===== src/design/lmlt_pkg.sv =====
`default_nettype none

package lmlt_pkg;

	localparam int DOT_W  = 10;
	localparam int LINE_W = 8;
	localparam int CYC_W  = 8;
	localparam int CFG_IDX_W  = 3;
	localparam int CFG_DATA_W = 8;

	localparam int DEF_OAM_END       = 80;
	localparam int DEF_TRANSFER_END  = 252;
	localparam int DEF_LINE_PERIOD   = 456;
	localparam int DEF_VISIBLE_LINES = 144;
	localparam int DEF_LAST_LINE     = 153;

	typedef enum logic [1:0] {
		MODE_HBLANK = 2'd0,
		MODE_VBLANK = 2'd1,
		MODE_OAM    = 2'd2,
		MODE_XFER   = 2'd3
	} lmlt_mode_t;

	typedef enum logic [CFG_IDX_W-1:0] {
		CFG_LYC_VALUE     = 3'd0,
		CFG_HBLANK_IRQ_EN = 3'd1,
		CFG_VBLANK_IRQ_EN = 3'd2,
		CFG_OAM_IRQ_EN    = 3'd3,
		CFG_LYC_IRQ_EN    = 3'd4
	} lmlt_cfg_idx_t;

	typedef struct packed {
		logic [LINE_W-1:0] lyc_value;
		logic              hblank_irq_en;
		logic              vblank_irq_en;
		logic              oam_irq_en;
		logic              lyc_irq_en;
	} lmlt_cfg_t;

	typedef struct packed {
		lmlt_mode_t        mode;
		logic [LINE_W-1:0] line;
		logic              coincidence;
		logic              lcd_irq;
		logic              vblank_irq;
		logic              draw_request;
		logic [LINE_W-1:0] draw_index;
	} lmlt_result_t;

endpackage

`default_nettype wire


===== src/design/lmlt_if.sv =====
`default_nettype none

interface lmlt_item_if;
	import lmlt_pkg::*;
	logic              valid;
	logic              ready;
	logic [CYC_W-1:0]  cycles;
	logic              lcd_enable;

	modport source (output valid, output cycles, output lcd_enable, input ready);
	modport sink (input valid, input cycles, input lcd_enable, output ready);
endinterface

interface lmlt_result_if;
	import lmlt_pkg::*;
	logic              valid;
	logic              ready;
	logic [1:0]        mode;
	logic [LINE_W-1:0] line;
	logic              coincidence;
	logic              lcd_irq;
	logic              vblank_irq;
	logic              draw_request;
	logic [LINE_W-1:0] draw_index;

	modport source (output valid, output mode, output line, output coincidence,
		output lcd_irq, output vblank_irq, output draw_request, output draw_index,
		input ready);
	modport sink (input valid, input mode, input line, input coincidence,
		input lcd_irq, input vblank_irq, input draw_request, input draw_index,
		output ready);
endinterface

interface lmlt_cfg_if;
	import lmlt_pkg::*;
	logic                  valid;
	logic                  ready;
	logic [CFG_IDX_W-1:0]  index;
	logic [CFG_DATA_W-1:0] data;

	modport source (output valid, output index, output data, input ready);
	modport sink (input valid, input index, input data, output ready);
endinterface

`default_nettype wire


===== src/design/lmlt_cfg.sv =====
`default_nettype none

module lmlt_cfg
	import lmlt_pkg::*;
(
	input  wire logic                  clk,
	input  wire logic                  arst_n,
	input  wire logic                  wr_en,
	input  wire logic [CFG_IDX_W-1:0]  wr_index,
	input  wire logic [CFG_DATA_W-1:0] wr_data,
	output lmlt_cfg_t                  cfg
);

	lmlt_cfg_t cfg_q;

	always_ff @(posedge clk or negedge arst_n) begin
		if (!arst_n) begin
			cfg_q <= '0;
		end else if (wr_en) begin
			unique case (wr_index)
				CFG_LYC_VALUE:     cfg_q.lyc_value     <= wr_data[LINE_W-1:0];
				CFG_HBLANK_IRQ_EN: cfg_q.hblank_irq_en <= wr_data[0];
				CFG_VBLANK_IRQ_EN: cfg_q.vblank_irq_en <= wr_data[0];
				CFG_OAM_IRQ_EN:    cfg_q.oam_irq_en    <= wr_data[0];
				CFG_LYC_IRQ_EN:    cfg_q.lyc_irq_en    <= wr_data[0];
				default: ;
			endcase
		end
	end

	assign cfg = cfg_q;

endmodule

`default_nettype wire


===== src/design/lmlt_step.sv =====
`default_nettype none

module lmlt_step
	import lmlt_pkg::*;
#(
	parameter int OAM_END       = DEF_OAM_END,
	parameter int TRANSFER_END  = DEF_TRANSFER_END,
	parameter int LINE_PERIOD   = DEF_LINE_PERIOD,
	parameter int VISIBLE_LINES = DEF_VISIBLE_LINES,
	parameter int LAST_LINE     = DEF_LAST_LINE
) (
	input  wire logic             clk,
	input  wire logic             arst_n,
	input  wire logic             advance,
	input  wire logic [CYC_W-1:0] cycles,
	input  wire logic             lcd_enable,
	input  wire lmlt_cfg_t        cfg,
	output lmlt_result_t          result
);

	logic [DOT_W-1:0]  dot_q, dot_n, dot_sum;
	logic [LINE_W-1:0] line_q, line_n, line_base;
	lmlt_mode_t        mode_q, mode_n;
	logic              coin_q, coin_n;
	logic              changed, sel, line_end;

	always_comb begin
		dot_sum   = dot_q + DOT_W'(cycles);
		dot_n     = dot_sum;
		line_n    = line_q;
		line_base = line_q;
		mode_n    = mode_q;
		changed   = 1'b0;
		sel       = 1'b0;
		line_end  = 1'b0;
		result    = '0;
		if (!lcd_enable) begin
			dot_n  = '0;
			line_n = '0;
			mode_n = MODE_HBLANK;
			coin_n = coin_q;
		end else begin
			if (dot_sum < DOT_W'(OAM_END)) begin
				mode_n = MODE_OAM;
				sel    = cfg.oam_irq_en;
			end else if (dot_sum < DOT_W'(TRANSFER_END)) begin
				mode_n = MODE_XFER;
			end else if (dot_sum < DOT_W'(LINE_PERIOD)) begin
				mode_n = MODE_HBLANK;
				sel    = cfg.hblank_irq_en;
			end else begin
				line_end = 1'b1;
			end
			if (line_end) begin
				// Past the last line the counter restarts from zero, so it steps to one, and line zero is drawn.
				if (line_q > LINE_W'(LAST_LINE)) begin
					line_base           = '0;
					result.draw_request = 1'b1;
				end else if (line_q == LINE_W'(VISIBLE_LINES)) begin
					mode_n            = MODE_VBLANK;
					sel               = cfg.vblank_irq_en;
					result.vblank_irq = 1'b1;
				end else if (line_q < LINE_W'(VISIBLE_LINES)) begin
					result.draw_request = 1'b1;
					result.draw_index   = line_q;
				end
				dot_n  = dot_sum - DOT_W'(LINE_PERIOD);
				line_n = line_base + LINE_W'(1);
			end
			changed = (mode_n != mode_q);
			coin_n  = (line_n != '0) && ((line_n - LINE_W'(1)) == cfg.lyc_value);
			result.lcd_irq = (changed && sel) || (coin_n && cfg.lyc_irq_en);
		end
		result.mode        = mode_n;
		result.line        = line_n;
		result.coincidence = coin_n;
	end

	always_ff @(posedge clk or negedge arst_n) begin
		if (!arst_n) begin
			dot_q  <= '0;
			line_q <= '0;
			mode_q <= MODE_HBLANK;
			coin_q <= 1'b0;
		end else if (advance) begin
			dot_q  <= dot_n;
			line_q <= line_n;
			mode_q <= mode_n;
			coin_q <= coin_n;
		end
	end

endmodule

`default_nettype wire


===== src/design/lcd_mode_line_timing.sv =====
// An item is captured in the input stage, stepped and held in the result register.
// One item per cycle unless the result output is stalled; the dot, line and mode
// update is a single add, a few compares and a subtract between the input and result registers.
// Reset (arst_n low, asynchronous) clears the counters, mode, coincidence
// flag, configuration registers and both stage valid bits.
`default_nettype none

module lcd_mode_line_timing
	import lmlt_pkg::*;
#(
	parameter int OAM_END       = DEF_OAM_END,
	parameter int TRANSFER_END  = DEF_TRANSFER_END,
	parameter int LINE_PERIOD   = DEF_LINE_PERIOD,
	parameter int VISIBLE_LINES = DEF_VISIBLE_LINES,
	parameter int LAST_LINE     = DEF_LAST_LINE
) (
	input wire logic clk,
	input wire logic arst_n,
	lmlt_item_if.sink     item,
	lmlt_result_if.source result,
	lmlt_cfg_if.sink      cfg
);

	logic             valid_s1;
	logic [CYC_W-1:0] cycles_s1;
	logic             enable_s1;
	logic             out_valid_q;
	lmlt_result_t     res_q;
	lmlt_result_t     res_n;
	lmlt_cfg_t        cfg_regs;
	logic             advance;
	logic             take;

	assign advance    = valid_s1 && (!out_valid_q || result.ready);
	assign item.ready = !valid_s1 || advance;
	assign take       = item.valid && item.ready;
	assign cfg.ready  = 1'b1;

	lmlt_cfg u_cfg (
		.clk      (clk),
		.arst_n   (arst_n),
		.wr_en    (cfg.valid),
		.wr_index (cfg.index),
		.wr_data  (cfg.data),
		.cfg      (cfg_regs)
	);

	lmlt_step #(
		.OAM_END       (OAM_END),
		.TRANSFER_END  (TRANSFER_END),
		.LINE_PERIOD   (LINE_PERIOD),
		.VISIBLE_LINES (VISIBLE_LINES),
		.LAST_LINE     (LAST_LINE)
	) u_step (
		.clk        (clk),
		.arst_n     (arst_n),
		.advance    (advance),
		.cycles     (cycles_s1),
		.lcd_enable (enable_s1),
		.cfg        (cfg_regs),
		.result     (res_n)
	);

	always_ff @(posedge clk or negedge arst_n) begin
		if (!arst_n) begin
			valid_s1 <= 1'b0;
		end else if (item.ready) begin
			valid_s1 <= item.valid;
		end
	end

	always_ff @(posedge clk) begin
		if (take) begin
			cycles_s1 <= item.cycles;
			enable_s1 <= item.lcd_enable;
		end
	end

	always_ff @(posedge clk or negedge arst_n) begin
		if (!arst_n) begin
			out_valid_q <= 1'b0;
		end else if (advance) begin
			out_valid_q <= 1'b1;
		end else if (result.ready) begin
			out_valid_q <= 1'b0;
		end
	end

	always_ff @(posedge clk) begin
		if (advance) begin
			res_q <= res_n;
		end
	end

	assign result.valid        = out_valid_q;
	assign result.mode         = res_q.mode;
	assign result.line         = res_q.line;
	assign result.coincidence  = res_q.coincidence;
	assign result.lcd_irq      = res_q.lcd_irq;
	assign result.vblank_irq   = res_q.vblank_irq;
	assign result.draw_request = res_q.draw_request;
	assign result.draw_index   = res_q.draw_index;

`ifndef SYNTHESIS
	a_advance_fills_output: assert property (@(posedge clk) disable iff (!arst_n)
		advance |=> out_valid_q)
		else $error("result register not loaded after a step");

	a_vblank_mode: assert property (@(posedge clk) disable iff (!arst_n)
		(out_valid_q && res_q.vblank_irq) |-> (res_q.mode == MODE_VBLANK))
		else $error("vblank interrupt without vblank mode");

	a_draw_excl_vblank: assert property (@(posedge clk) disable iff (!arst_n)
		out_valid_q |-> !(res_q.draw_request && res_q.vblank_irq))
		else $error("draw and vblank in the same step");

	a_draw_index_zero: assert property (@(posedge clk) disable iff (!arst_n)
		(out_valid_q && !res_q.draw_request) |-> (res_q.draw_index == '0))
		else $error("draw index nonzero without a draw request");
`endif

endmodule

`default_nettype wire

===== src/flat_wrapper.sv =====
// flat-port wrapper written by rule: the top's interface ports become plain ports
module lcd_mode_line_timing_flat import lmlt_pkg::*;
#(
	parameter int OAM_END       = DEF_OAM_END,
	parameter int TRANSFER_END  = DEF_TRANSFER_END,
	parameter int LINE_PERIOD   = DEF_LINE_PERIOD,
	parameter int VISIBLE_LINES = DEF_VISIBLE_LINES,
	parameter int LAST_LINE     = DEF_LAST_LINE
)
  (clk, arst_n, item_valid, item_cycles, item_lcd_enable, item_ready, result_valid, result_mode, result_line, result_coincidence, result_lcd_irq, result_vblank_irq, result_draw_request, result_draw_index, result_ready, cfg_valid, cfg_index, cfg_data, cfg_ready);
  lmlt_item_if item_i ();
  lmlt_result_if result_i ();
  lmlt_cfg_if cfg_i ();
  input wire logic clk;
  input wire logic arst_n;
  input wire logic [$bits(item_i.valid)-1:0] item_valid;
  input wire logic [$bits(item_i.cycles)-1:0] item_cycles;
  input wire logic [$bits(item_i.lcd_enable)-1:0] item_lcd_enable;
  output wire logic [$bits(item_i.ready)-1:0] item_ready;
  output wire logic [$bits(result_i.valid)-1:0] result_valid;
  output wire logic [$bits(result_i.mode)-1:0] result_mode;
  output wire logic [$bits(result_i.line)-1:0] result_line;
  output wire logic [$bits(result_i.coincidence)-1:0] result_coincidence;
  output wire logic [$bits(result_i.lcd_irq)-1:0] result_lcd_irq;
  output wire logic [$bits(result_i.vblank_irq)-1:0] result_vblank_irq;
  output wire logic [$bits(result_i.draw_request)-1:0] result_draw_request;
  output wire logic [$bits(result_i.draw_index)-1:0] result_draw_index;
  input wire logic [$bits(result_i.ready)-1:0] result_ready;
  input wire logic [$bits(cfg_i.valid)-1:0] cfg_valid;
  input wire logic [$bits(cfg_i.index)-1:0] cfg_index;
  input wire logic [$bits(cfg_i.data)-1:0] cfg_data;
  output wire logic [$bits(cfg_i.ready)-1:0] cfg_ready;
  assign item_i.valid = item_valid;
  assign item_i.cycles = item_cycles;
  assign item_i.lcd_enable = item_lcd_enable;
  assign item_ready = item_i.ready;
  assign result_valid = result_i.valid;
  assign result_mode = result_i.mode;
  assign result_line = result_i.line;
  assign result_coincidence = result_i.coincidence;
  assign result_lcd_irq = result_i.lcd_irq;
  assign result_vblank_irq = result_i.vblank_irq;
  assign result_draw_request = result_i.draw_request;
  assign result_draw_index = result_i.draw_index;
  assign result_i.ready = result_ready;
  assign cfg_i.valid = cfg_valid;
  assign cfg_i.index = cfg_index;
  assign cfg_i.data = cfg_data;
  assign cfg_ready = cfg_i.ready;
  lcd_mode_line_timing #(.OAM_END(OAM_END), .TRANSFER_END(TRANSFER_END), .LINE_PERIOD(LINE_PERIOD), .VISIBLE_LINES(VISIBLE_LINES), .LAST_LINE(LAST_LINE)) u_core (.clk(clk), .arst_n(arst_n), .item(item_i), .result(result_i), .cfg(cfg_i));
endmodule

===== config.mk =====
export PLATFORM = sky130hd
export DESIGN_NAME = lcd_mode_line_timing_flat
export DESIGN_NICKNAME = d
export VERILOG_FILES = /design/src/design/lmlt_pkg.sv /design/src/design/lmlt_if.sv /design/src/design/lmlt_cfg.sv /design/src/design/lmlt_step.sv /design/src/design/lcd_mode_line_timing.sv /design/src/flat_wrapper.sv
export SDC_FILE = /design/constraint.sdc
export NUM_CORES = 1
export LEC_CHECK = 0
export CAP_MARGIN = 20
export CORE_MARGIN = 2
export CORE_UTILIZATION = 55
export DETAILED_ROUTE_END_ITERATION = 10
export DONT_BUFFER_PORTS = 1
export PLACE_DENSITY = 0.71
export SYNTH_ARGS = -nofsm -noshare
export SYNTH_HDL_FRONTEND = slang
export SYNTH_SLANG_ARGS = --single-unit

===== constraint.sdc =====
create_clock -name clk -period 4.7 [get_ports clk]
set_input_delay 0.94 -clock clk [delete_from_list [all_inputs] [get_ports clk]]
set_output_delay 0.94 -clock clk [all_outputs]
set_load 0.02 [all_outputs]

Word-level counts from Yosys, hierarchy flattened
Cells that the tools add are included.

operators by class
  bitwise gates (word level) = 3
  equality and inequality tests = 7
  add/sub/neg operators = 4
  div/mod/pow operators = 0
  order comparisons = 5
  multiply operators = 0
  reduce and logical (&&, ||, !) cells = 21
  multiplexer cells = 34
  shift operators = 0

operator list
  operator                 count
  $mux W8                  6
  $mux W10                 2
  $mux W9                  2
  $mux W1                  16
  $mux W2                  8
  $reduce_and A2 Y1        6
  $add A10 B8 Y10          1
  $lt A10 B7 Y1 const B    1
  $lt A10 B8 Y1 const B    1
  $lt A10 B9 Y1 const B    1
  $sub A10 B9 Y10 const B  1
  $add A8 B1 Y8 const B    1
  $eq A8 B8 Y1             1
  $eq A8 B8 Y1 const B     1
  $gt A8 B8 Y1 const B     1
  $lt A8 B8 Y1 const B     1
  $reduce_bool A8 Y1       1
  $sub A8 B1 Y8 const B    1
  $eq A3 B2 Y1 const B     2
  $logic_and A1 B1 Y1      5
  $reduce_or A5 Y1         1
  $eq A3 B1 Y1 const B     1
  $eq A3 B3 Y1 const B     1
  $logic_not A3 Y1         1
  other kinds (6)          11

storage, ports and cells
  output and inout port bits = 25
  bits in read-only memories = 0
  register bits = 66
  input port bits = 25
  memories = 0
  memory bits (writable) = 0
  bits in latches = 0

Longest topological paths before layout
Gate-level depths: netlist (run 1).

  word-level depth = 16
  mapped depth = 17
  gate-level depth less buffers = 16

Hierarchy
A second synthesis (run 1) with hierarchy kept.

unflattened totals
  cells, all modules = 388
  area, all modules = 4085.2 µm²

by module, submodules not included
  module                area an instance (µm²)  cells each  sequential area each (µm²)  times used
  lmlt_step             2536.2                  318         525.5                       1
  lcd_mode_line_timing  1046.0                  41          980.9                       1
  lmlt_cfg              503.0                   29          300.3                       1

Least setup slack after synthesis (run 1)
Ideal clock, no wire load.

  path kind = reg-to-reg
  start = register u_core.u_step.dot_q[0]
  end = register u_core.res_q, in the netlist u_core.result.lcd_irq, data pin
  stages on the path, launching flop included = 18
  slack = 0.791 ns
  arrival = 3.739 ns
  path buffers = 1
  required time = 4.530 ns
  cells stage by stage = dfrtp_1 -> ha_1 -> inv_1 -> fa_1 -> nand2b_1 -> a21oi_1 -> o32ai_1 -> a2111o_1 -> o21ai_1 -> buf_2 -> mux2_2 -> ha_1 -> xnor2_1 -> xnor2_1 -> nand4_1 -> a21oi_1 -> o211ai_1 -> o32ai_2

on the way
  word-level cells in the longest chain between the ends = 13
  elaborated cells between the ends (all ways) = 32

ends and longest elaborated chain
  what                    RTL line                    RTL
  from (decl)             lmlt_step.sv:21             logic [DOT_W-1:0] dot_q, dot_n, dot_sum;
  from (signal assigned)  lmlt_step.sv:86             dot_q <= dot_n;
  $add A10 B8 Y10 *       lmlt_step.sv:28             dot_sum = dot_q + DOT_W'(cycles);
  $lt A10 B9 Y1           lmlt_step.sv:48             end else if (dot_sum < DOT_W'(LINE_PERIOD)) begin
  $mux W1                 lmlt_step.sv:48
  $mux W1                 lmlt_step.sv:46             end else if (dot_sum < DOT_W'(TRANSFER_END)) begin
  $mux W1                 lmlt_step.sv:43             if (dot_sum < DOT_W'(OAM_END)) begin
  $mux W1                 lmlt_step.sv:37             if (!lcd_enable) begin
  $mux W8                 lmlt_step.sv:54             if (line_end) begin
  $mux W8                 lmlt_step.sv:37
  $sub A8 B1 Y8           lmlt_step.sv:71             coin_n = (line_n != '0) && ((line_n - LINE_W'(1)) == cfg.lyc_value);
  $eq A8 B8 Y1            lmlt_step.sv:71
  $logic_and A1 B1 Y1     lmlt_step.sv:71
  $logic_and A1 B1 Y1     lmlt_step.sv:72             result.lcd_irq = (changed && sel) || (coin_n && cfg.lyc_irq_en);
  $logic_or A1 B1 Y1 *    lmlt_step.sv:72
  to (signal assigned)    lcd_mode_line_timing.sv:91  res_q <= res_n;
  to (decl)               lcd_mode_line_timing.sv:28  lmlt_result_t res_q;

Mark *: on every way between the ends. The rest lies on a longest branch, timed or not. The select of a mux whose other input is x is not followed.
A chain may end at the register's enable or synchronous reset.

Worst setup path after layout (run 1)
  start = register u_core.u_step.dot_q[6]
  end = register u_core.res_q, in the netlist u_core.result.lcd_irq, data pin

The elaborated chain is that of the path after synthesis.

==> metrics.md, run 1 <==
| Metric | Value |
|---|---|
| Hold-fix buffers at CTS | 0 |
| Setup ws final | 0.463 ns |
| H-Tree Depth | 3 |
| Initial antenna violation count | 0 |
| Count leader, synth | nand2_1 |
| DRT Pass-1 Iters | 5 |
| Comb pwr share | between 40% and 50% |
| DR WL/cell | about 17 um |
| NetSw | approximately 960 uW |
| CP Cell Sequence | ha_1, a21oi_1, o211a_2, o211ai_4, a2111o_1, o21ai_1, mux2i_1, ha_1, nand4_1, o41ai_1, o211ai_1, o32ai_2 |
| FP Rows | 30 |
| Worst R2R Start | u_core.u_step.dot_q[6] |
| Cts repair resizes | 0 |
| CP Max Fanout | 7 |
| Tcrit/Tclk final | 90.1% |
| Setup Viol. Count Final | 0 |
| Critical path data arrival time | 4.41 ns |
| Top-area cell type share of the netlist area | about a quarter |
| Seq pwr share | between 30% and 40% |
| Worst clock skew | around 0.011 ns |
| Post-synthesis sequential area ratio | about 47% |
| Clk slew on worst S/H paths | ~0.080 ns |
| Die area | a little under 0.008 sq mm |
| Max incr delay on CP | 0.52 ns |
| Post-Synth Adder-Cell Area | 4.08% |
| Top cells by area, synth | edfxtp_1 (24%), dfrtp_1 (23%), mux2_2 (5.2%) |
| Clock power share | approximately a fifth |
| CP most frequent cell | ha_1 |
| Crit path time final | between 4 and 5 ns |
| Largest family of logic cells by synthesized area | compound AO/OA/AOI/OAI gates |
| R2R Setup Slk | between 0.4 and 0.5 ns |
| List of most frequent post-synthesis cells | nand2_1 (39), dfrtp_1 (35), edfxtp_1 (31), nor2_1 (28) |
| Startpoint types | register |
| Cell area after layout | roughly 0.0042 sq mm |
| Synth Register Bits | between 60 and 70 |
| Gp weighted congestion | 0.892 |
| Total CTS buffers | 9 |
| Pins over their slew limit | 0 |
| Share of layout cells above drive strength 1 | 14.1% |
| Largest net degree at the start of global routing | 36 |
| Post-Route WL | about 8100 um |
| Syn Inst Count | 369 |
| Post-synthesis mux area share | ~6.5% |
| Simple-gate share of the synthesized area | between 15 and 20% |
| Hold crit path type | primary input to asynchronous set/reset pin |
| DIE WIDTH | a little under 90 um |
| Achievable clock frequency | between 0.2 and 0.25 GHz |
| PortBufs | 0 |
| Clock Sinks | 66 |
| Max cap viols | 0 |
| Vias per cell | 6.11 |
| Via count | between 2000 and 3000 |
| Netlist cell types | 70 |
| Die height | 87.9 um |
| ANT nets after route | 0 |
| EDFF count, synth | 31 |
| Clock Latency Late Sink | between 0.3 and 0.4 ns |
| Tot Pwr | 2350 uW |
| Setup Crit Path Kind | register to register |
| DRC viols | 0 |
| Power Density | between 500 and 600 mW/mm^2 |
| Final Hold Vio Count | 0 |
| Switching portion of total power | between 40% and 50% |
| RSZ-0062 raised after global routing | no |
| Prevailing post-synth register cell | dfrtp_1 |
| Avg Synthesized Cell Area | approximately 10 sq um |
| Setup WS pre-CTS | approximately 0.57 ns |
| GRT Residual Overflow | 0 |
| Final #Nets | about 400 |
| Synthesis-to-finish area growth | 7.41% |
| GR Layer Usage met1 | between 30 and 40% |
| N_diodes | 0 |
| Peak supply drop | roughly 0.26 mV |
| Total GRT Usage | 22.9% |
| Synth Warn # | 0 |
| First-pass GRT wire length | approximately 14000 um |
| Core area | between 0.006 and 0.007 sq mm |
| Cell area after synthesis | 0.00387 sq mm |
| Compound-Gate Fraction of Synth Area | a little under a fifth |
| Area after DPL | a little under 0.004 sq mm |
| Synthesized net count | approximately 410 |
| Asr flop ratio synth | about 53% |
| Worst R2R Path Depth | 12 |
| Placed wire-length estimate | 5790 um |
| CTS tree | done |
| Critical Path End Type | register |
| Relative slew slack | a little under two fifths |
| RR Endpoint | u_core.result.lcd_irq |
| Post-CTS setup buffers | 0 |
| Starting Density | 56.9% |
| LEAKAGE | approximately 0.0016 uW |
| Met2 Usage GRT | around a third |
| Detailed router's first-iteration violation count | about 300 |
| Vias in the first global route | approximately 2800 |
| Outcome | completed |
| IO Pins | 50 |
| Area leader, netlist | edfxtp_1 |
| Bufs on Longest Clock Path | 2 |
| Req. time, crit path | approximately 4.9 ns |
| GRT Max-Usage Layer | met2 |
| Slew @ Worst Pin | slightly above 0.9 ns |
| Synth Area in XOR/XNOR | around 3.6% |
| Total negative slack | 0 ns |
| Met3 Track Usage GR | 5.56% |
| Root buf cell | clkbuf_8 |
| CP max-delay cell | a2111o_1 |
| Int Pwr | between 1000 and 1500 uW |
| Worst hold slack | about 0.28 ns |
## placed cells by master, fill, tap and decap left out, types with 3 or more instances in the layout
master / n
mux2_2: 18
and2_1: 18
o21ai_0: 14
or3_1: 5
dfrtp_1: 35
xor2_1: 5
inv_1: 12
o31ai_1: 5
buf_4: 5
clkbuf_8: 9
a211oi_1: 5
ha_1: 11
edfxtp_1: 31
o21ai_1: 4
xnor2_1: 11
mux2i_1: 5
nand2b_1: 6
and3_1: 3
o211ai_1: 6
nor2_1: 28
nand2_1: 39
nand4_1: 3
nand3_1: 12
a21oi_1: 18
nor3_1: 7
## kinds of logic after synthesis
family	after synthesis
AOI/OAI and AO/OA	90
xor gates and xnor gates	16
and+or+nand+nor	136
DFF	66
other	1
adders and majority gates	12
muxes	23
buffers and inverters	25
## power by group through the flow
| stage | clock network, uW | registers [uW] | logic [uW] |
|---|---|---|---|
| after floorplan | 0 | 789 | 888 |
| after global placement | 0 | 808 | 1040 |
| after detailed placement | 0 | 812 | 1070 |
| after CTS | 467 | 802 | 1080 |
| after global routing | 489 | 814 | 1210 |
| final | 455 | 801 | 1100 |
## layer usage
layer | wire [um] | vias to the layer above
met5 | 0 | -
met4 | 103 | 0
met3 | 530 | 12
met2 | 3770 | 114
met1 | 3670 | 1390
li1 | - | 1376
## layout make-up
class                      instances  area (sq um)
tap                               96           120
clock buffer                      10           128
timing repair buffer               5          37.5
fill                             565          2640
clock inverter                     6          58.8
multi-input combinational        278          1960
inverter                          12          45.0
sequential                        66          1810
## state kept, by name, summed over array words and instances, names as in the netlist
register / flops
u_core.cycles_s1: 8
u_core.enable_s1: 1
u_core.result.coincidence: 1
u_core.result.draw_index: 8
u_core.result.draw_request: 1
u_core.result.lcd_irq: 1
u_core.result.line: 8
u_core.result.mode: 2
u_core.result.valid: 1
u_core.result.vblank_irq: 1
u_core.u_cfg.cfg: 12
u_core.u_step.coin_q: 1
u_core.u_step.dot_q: 10
u_core.u_step.line_q: 8
u_core.u_step.mode_q: 2
u_core.valid_s1: 1
## how the worst max path moves through the flow
stage / start / to / slack (ns)
3_3_place_gp: u_core.u_step.dot_q[6] / u_core.result.lcd_irq / 0.67
6_report: u_core.u_step.dot_q[6] / u_core.result.lcd_irq / 0.46
5_1_grt: u_core.u_step.dot_q[6] / u_core.result.lcd_irq / 0.21
4_1_cts: u_core.u_step.dot_q[6] / u_core.result.lcd_irq / 0.53
3_5_place_dp: u_core.u_step.dot_q[6] / u_core.result.lcd_irq / 0.57
2_1_floorplan: u_core.u_step.dot_q[0] / u_core.result.lcd_irq / 0.79
## per-stage QoR
stage / util [%] / std cells
after global placement: 58.4 / 457
after global routing: 61.1 / 473
after CTS: 61.1 / 473
after floorplan: - / 369
after detailed placement: 58.4 / 457
final: 61.1 / 473
## worst max-delay path: cells and delay by family, from the launching register on
| family | cells | cell delay (ns) |
|---|---|---|
| compound gates | 8 | 2.46 |
| fa+ha+maj | 2 | 0.66 |
| mux | 1 | 0.41 |
| simple gates | 1 | 0.14 |
| flops | 1 | 0.39 |
No activity file was read; power rests on OpenSTA's default activity.
==> run 2: changes to the inputs <==
- CAP_MARGIN: 20 -> unset
- CORE_ASPECT_RATIO: unset -> 1.1
- CTS_BUF_LIST: unset -> sky130_fd_sc_hd__clkbuf_8 sky130_fd_sc_hd__clkbuf_16
==> run 2 against run 1 <==
Flip-flop and latch count is the same. First-iteration DRC count shrank 52%. Count of clock-buffer cells in the layout shrank 1. Critical path depth grew 2. Highest routed layer unchanged.
==> metrics.md, run 2 (synthesis results as in run 1) <==
| Metric | Value |
|---|---|
| Slew @ Worst Pin | 0.863 ns (-0.0516 ns) |
| Post-Route WL | 8030 um (-0.53%) |
| Clock Latency Late Sink | 0.37 ns (+0.02 ns) |
| Setup WS pre-CTS | 0.519 ns (-0.0499 ns) |
| Share of layout cells above drive strength 1 | 14.6% (+0.53 points) |
| H-Tree Depth | 3 (unchanged) |
| Relative slew slack | 42.3% (+4.1 points) |
| Max cap viols | 0 (unchanged) |
| Post-CTS setup buffers | 0 (unchanged) |
| Total negative slack | 0 ns (unchanged) |
| Clock Sinks | 66 (unchanged) |
| Power Density | 570 mW/mm^2 (+0.57%) |
| Hold crit path type | primary input to asynchronous set/reset pin |
| RSZ-0062 raised after global routing | no |
| Gp weighted congestion | 0.847 (-5.0%) |
| N_diodes | 0 (unchanged) |
| Crit path time final | 4.23 ns (-0.00865 ns) |
| DRT Pass-1 Iters | 4 (-1) |
| Total CTS buffers | 9 (unchanged) |
| Peak supply drop | 0.251 mV (-4.3%) |
| Via count | 2841 (-1.8%) |
| Tcrit/Tclk final | 90.0% (-0.18 points) |
| Placed wire-length estimate | 5730 um (-0.90%) |
| Clk slew on worst S/H paths | 0.08 ns (about the same) |
| PortBufs | 0 (unchanged) |
| Final Hold Vio Count | 0 (unchanged) |
| First-pass GRT wire length | 13400 um (-1.0%) |
| Commonest cells after routing, fill and taps aside | nand2_1 (39), dfrtp_1 (35), edfxtp_1 (31), nor2_1 (28) |
| Hold-fix buffers at CTS | 0 (unchanged) |
| GRT Residual Overflow | 0 (unchanged) |
| Die height | 92.0 um (+4.7%) |
| Cts repair resizes | 0 (unchanged) |
| Setup Viol. Count Final | 0 (unchanged) |
| Critical path data arrival time | 4.43 ns (+0.02 ns) |
| Initial antenna violation count | 0 (unchanged) |
| Vias in the first global route | 2695 (-2.2%) |
| FP Rows | 32 (+6.7%) |
| Setup ws final | 0.472 ns (+0.00865 ns) |
| Die area | 0.00772 sq mm (about the same) |
| Vias per cell | 6.15 (+0.58%) |
| Starting Density | 55.8% (-1.1 points) |
| Critical Path End Type | register |
| Root buf cell | clkbuf_8 |
| ANT nets after route | 0 (unchanged) |
| Achievable clock frequency | 0.236 GHz (+0.20%) |
| DR WL/cell | 17.4 um (+1.8%) |
| Max reg flops | 12 (unchanged) |
| Largest net degree at the start of global routing | 36 (unchanged) |
| Worst clock skew | 0.00975 ns (-0.00144 ns) |
| LEAKAGE | 0.00163 uW (+0.40%) |
| Core area | 0.00693 sq mm (+2.0%) |
| Startpoint types | register |
| Total GRT Usage | 22.4% (-0.44 points) |
| Outcome | completed |
| Final #Nets | 409 (unchanged) |
| DRC viols | 0 (unchanged) |
| Setup Crit Path Kind | register to register |
| Synthesis-to-finish area growth | 7.41% (unchanged) |
| CP Max Fanout | 7 (unchanged) |
| CTS tree | done |
| Bufs on Longest Clock Path | 2 (unchanged) |
| Req. time, crit path | 4.90 ns (+0.03 ns) |
| IO Pins | 50 (unchanged) |
| Most common cell after layout, fill and taps aside | nand2_1 |
| DIE WIDTH | 84.0 um (-4.4%) |
| Pins over their slew limit | 0 (unchanged) |
| Detailed router's first-iteration violation count | 144 (-52%) |
run 2: changes by cell type in the layout (fill, tap and decap cells not counted), sizes merged:
cell and delta:
clkbuf -1, clkinv -1, inv +2
run 2: area by class of cell:
type | count | area (sq um)
tap | 85 | 106
timing repair buffer | 5 | 37.5
clock buffer | 9 | 124
fill | 552 | 2770
clock inverter | 7 | 76.3
sequential | 66 | 1810
inverter | 12 | 45.0
multi-input combinational | 278 | 1960
run 2: path summary, 6_finish.rpt:
path                                             start                endpoint  slack (ns)  depth (start not counted)
worst max-delay path            u_core.u_step.dot_q[6]   u_core.result.lcd_irq        0.47                         14
worst min-delay path                            arst_n  u_core.u_step.dot_q[4]        0.25                          0
worst max register to register  u_core.u_step.dot_q[6]   u_core.result.lcd_irq        0.47                         14
worst min register to register  u_core.u_step.dot_q[0]  u_core.u_step.dot_q[0]        0.49                          2
max in group asynchronous                       arst_n  u_core.u_step.dot_q[9]        4.33                          0
min in group clk                u_core.u_step.dot_q[0]  u_core.u_step.dot_q[0]        0.49                          2
run 2: critical path: stages, from the launching register on:
cell,delay [ns]
dfrtp_1,0.39
ha_1,0.39
a21oi_1,0.36
o211a_2,0.30
o211ai_4,0.12
a2111o_1,0.53
o21ai_1,0.30
mux2_2,0.42
ha_1,0.23
xnor2_1,0.20
xnor2_1,0.14
nand4_1,0.11
a21oi_1,0.14
o211ai_1,0.18
o32ai_2,0.24
run 2: metal layers:
layer	GRT usage (%)	share of wire, %	vias up	wire [um]
met4	10.2	2.5	0	200
met5	0	0	-	0
met3	5.85	3.0	17	242
met1	27.7	45	1394	3600
met2	37.0	50	58	3990
li1	-	-	1372	-
run 2: report_power, final:
group | total, uW | leakage (uW) | switching [uW] | internal [uW]
registers | 800 | 0.000756 | 91.2 | 709
clock network | 491 | 0.0000962 | 243 | 248
logic | 1080 | 0.000781 | 633 | 444
run 2: metrics by stage:
step	power (uW)	util [%]	instances	hold slack, ns	cell area (sq um)
2_1_floorplan	1680	-	369	0.445	3870
3_3_place_gp	1850	57.1	446	0.457	3950
3_5_place_dp	1880	57.1	446	0.469	3950
4_1_cts	2370	60.0	462	0.247	4150
5_1_grt	2530	60.0	462	0.240	4150
6_report	2370	60.0	462	0.253	4150
==> run 3: changes to the inputs <==
- CORE_UTILIZATION: 55 -> 35
- PLACE_DENSITY: 0.71 -> 0.5
- clock period: 4.7 -> 5 ns (I/O delays scaled with it)
==> run 3 against run 2 <==
Hold slack better by 0.098 ns. Non-clock buffer count is 1 higher. Global-route usage down 6.2 points. Sequential power is 5.5% lower. Flip-flop and latch count is the same. First-iteration DRC count shrank 3.5%. Clock skew down 0.0018 ns. Die area rose by 54%. Setup slack better by 0.23 ns. Critical path depth is 1 higher. Count of clock-buffer cells in the layout rose by 1. Sequential share of layout area shrank 2.0 points. Largest cell class unchanged. Largest power group unchanged.
==> metrics.md, run 3 (synthesis results as in run 1) <==
| Metric | Value |
|---|---|
| Outcome | completed |
| Detailed router's first-iteration violation count | 139 (-3.5%) |
| Critical Path End Type | register |
| Max cap viols | 0 (unchanged) |
| Synthesis-to-finish area growth | 12.5% |
| Setup Crit Path Kind | register to register |
| Die area | 0.0119 sq mm (+54%) |
| DRT Pass-1 Iters | 4 (unchanged) |
| Clk slew on worst S/H paths | 0.06 ns (-0.02 ns) |
| Post-Route WL | 8810 um (+9.8%) |
| Vias in the first global route | 2826 (+4.9%) |
| Share of layout cells above drive strength 1 | 14.8% (+0.23 points) |
| Slew @ Worst Pin | 0.989 ns (+0.126 ns) |
| CP Max Fanout | 12 (+5) |
| Fillcell total | 1108 (+100%) |
| Startpoint types | register |
| CTS tree | done |
| Relative slew slack | 33.9% (-8.4 points) |
| R2R Setup Slk | 0.70 ns (+0.23 ns) |
| Total GRT Usage | 16.3% (-6.2 points) |
| Crit path time final | 4.30 ns (+0.0678 ns) |
| Vias per cell | 5.42 (-12%) |
| DRC viols | 0 (unchanged) |
| Setup Viol. Count Final | 0 (unchanged) |
| Setup ws final | 0.704 ns (+0.232 ns) |
| Total CTS buffers | 9 (unchanged) |
| Largest net degree at the start of global routing | 36 (unchanged) |
| DIE WIDTH | 104 um (+24%) |
| Peak supply drop | 0.206 mV (-18%) |
| Placed wire-length estimate | 6320 um (+10%) |
| FP Rows | 40 (+25%) |
| Die height | 114 um (+24%) |
| Inst Count DP | 509 (+14%) |
| Most common cell after layout, fill and taps aside | nand2_1 |
| Post-CTS setup buffers | 0 (unchanged) |
| Commonest cells after routing, fill and taps aside | nand2_1 (39), dfrtp_1 (35), edfxtp_1 (31), nor2_1 (28) |
| Tcrit/Tclk final | 85.9% (-4.0 points) |
| Final #Nets | 410 (+0.24%) |
| Setup WS pre-CTS | 0.749 ns (+0.230 ns) |
| Core area | 0.0109 sq mm (+57%) |
| Cell area after layout | 0.00435 sq mm (+4.8%) |
| Cts repair resizes | 0 (unchanged) |
| GRT Residual Overflow | 0 (unchanged) |
| Initial antenna violation count | 0 (unchanged) |
| Req. time, crit path | 5.17 ns (+0.27 ns) |
| Max reg flops | 12 (unchanged) |
| H-Tree Depth | 3 (unchanged) |
| Hold crit path type | primary input to asynchronous set/reset pin |
| RSZ-0062 raised after global routing | no |
| LEAKAGE | 0.00170 uW (+4.0%) |
| Fin cells | 525 (+14%) |
| Pins over their slew limit | 0 (unchanged) |
| Final Hold Vio Count | 0 (unchanged) |
| Bufs on Longest Clock Path | 2 (unchanged) |
| Clock Sinks | 66 (unchanged) |
| IO Pins | 50 (unchanged) |
| Starting Density | 35.6% (-20 points) |
| PortBufs | 0 (unchanged) |
| DR WL/cell | 16.8 um (-3.4%) |
| Total negative slack | 0 ns (unchanged) |
| ANT nets after route | 0 (unchanged) |
| Hold-fix buffers at CTS | 0 (unchanged) |
| First-pass GRT wire length | 14900 um (+11%) |
| Power Density | 559 mW/mm^2 (-1.9%) |
| Critical path data arrival time | 4.46 ns (+0.03 ns) |
| Clock Latency Late Sink | 0.34 ns (-0.03 ns) |
| Gp weighted congestion | 0.821 (-3.0%) |
| Area after DPL | 0.00404 sq mm (+2.2%) |
| Root buf cell | clkbuf_16 |
| Achievable clock frequency | 0.233 GHz (-1.6%) |
| Via count | 2845 (+0.14%) |
| N_diodes | 0 (unchanged) |
| Worst clock skew | 0.00795 ns (-0.00179 ns) |
## run 3: worst paths after layout
path                       depth (start not counted)                       to                    from
setup / recovery                                  15    u_core.result.lcd_irq  u_core.u_step.dot_q[6]
hold / removal                                     0  u_core.u_step.line_q[1]                  arst_n
setup reg to reg                                  15    u_core.result.lcd_irq  u_core.u_step.dot_q[6]
hold reg to reg                                    2   u_core.u_step.dot_q[0]  u_core.u_step.dot_q[0]
max in group asynchronous                          0   u_core.u_step.dot_q[4]                  arst_n
min in group clk                                   2   u_core.u_step.dot_q[0]  u_core.u_step.dot_q[0]
## run 3: metrics by stage
stage,hold slack [ns],utilization [%],power [uW]
4_1_cts,0.338,40.1,2460
2_1_floorplan,0.445,-,1580
5_1_grt,0.338,40.1,2620
6_report,0.351,40.1,2430
3_3_place_gp,0.459,37.2,1770
3_5_place_dp,0.468,37.2,1790
## run 3: where the power goes
| group | total [uW] | internal [uW] | switching (uW) | leakage, uW |
|---|---|---|---|---|
| sequential | 756 | 667 | 88.2 | 0.000756 |
| clock | 656 | 416 | 241 | 0.000158 |
| combinational | 1020 | 420 | 601 | 0.000785 |
| total | 2430 | 1500 | 930 | 0.00170 |
## run 3: routing by layer
| layer | vias up | share of wire (%) | GRT usage [%] |
|---|---|---|---|
| li1 | 1380 | - | - |
| met1 | 1380 | 44 | 20.2 |
| met2 | 69 | 50 | 27.1 |
| met3 | 16 | 3.2 | 2.85 |
| met4 | 0 | 2.8 | 8.74 |
| met5 | - | 0 | 0 |
## run 3: cell type report
type / instances / area (sq um) / area share [%]
clock buffers: 10 / 250 / 5.75
clock inverters: 6 / 62.6 / 1.44
inverters: 12 / 45.0 / 1.04
multi-input cells: 278 / 1960 / 45.0
flip-flops and latches: 66 / 1810 / 41.5
well taps: 147 / 184 / 4.23
repair buffers: 6 / 45.0 / 1.04
## run 3: critical path, stage by stage, from the launching register on
cell and delay, ns:
dfrtp_1 0.39, ha_1 0.39, a21oi_1 0.36, o211a_2 0.30, o211ai_4 0.12, a2111o_1 0.53, o21ai_1 0.16, buf_4 0.21
mux2_2 0.40, ha_1 0.23, xnor2_1 0.19, xnor2_1 0.14, nand4_1 0.11, a21oi_1 0.15, o211ai_1 0.19, o32ai_2 0.24
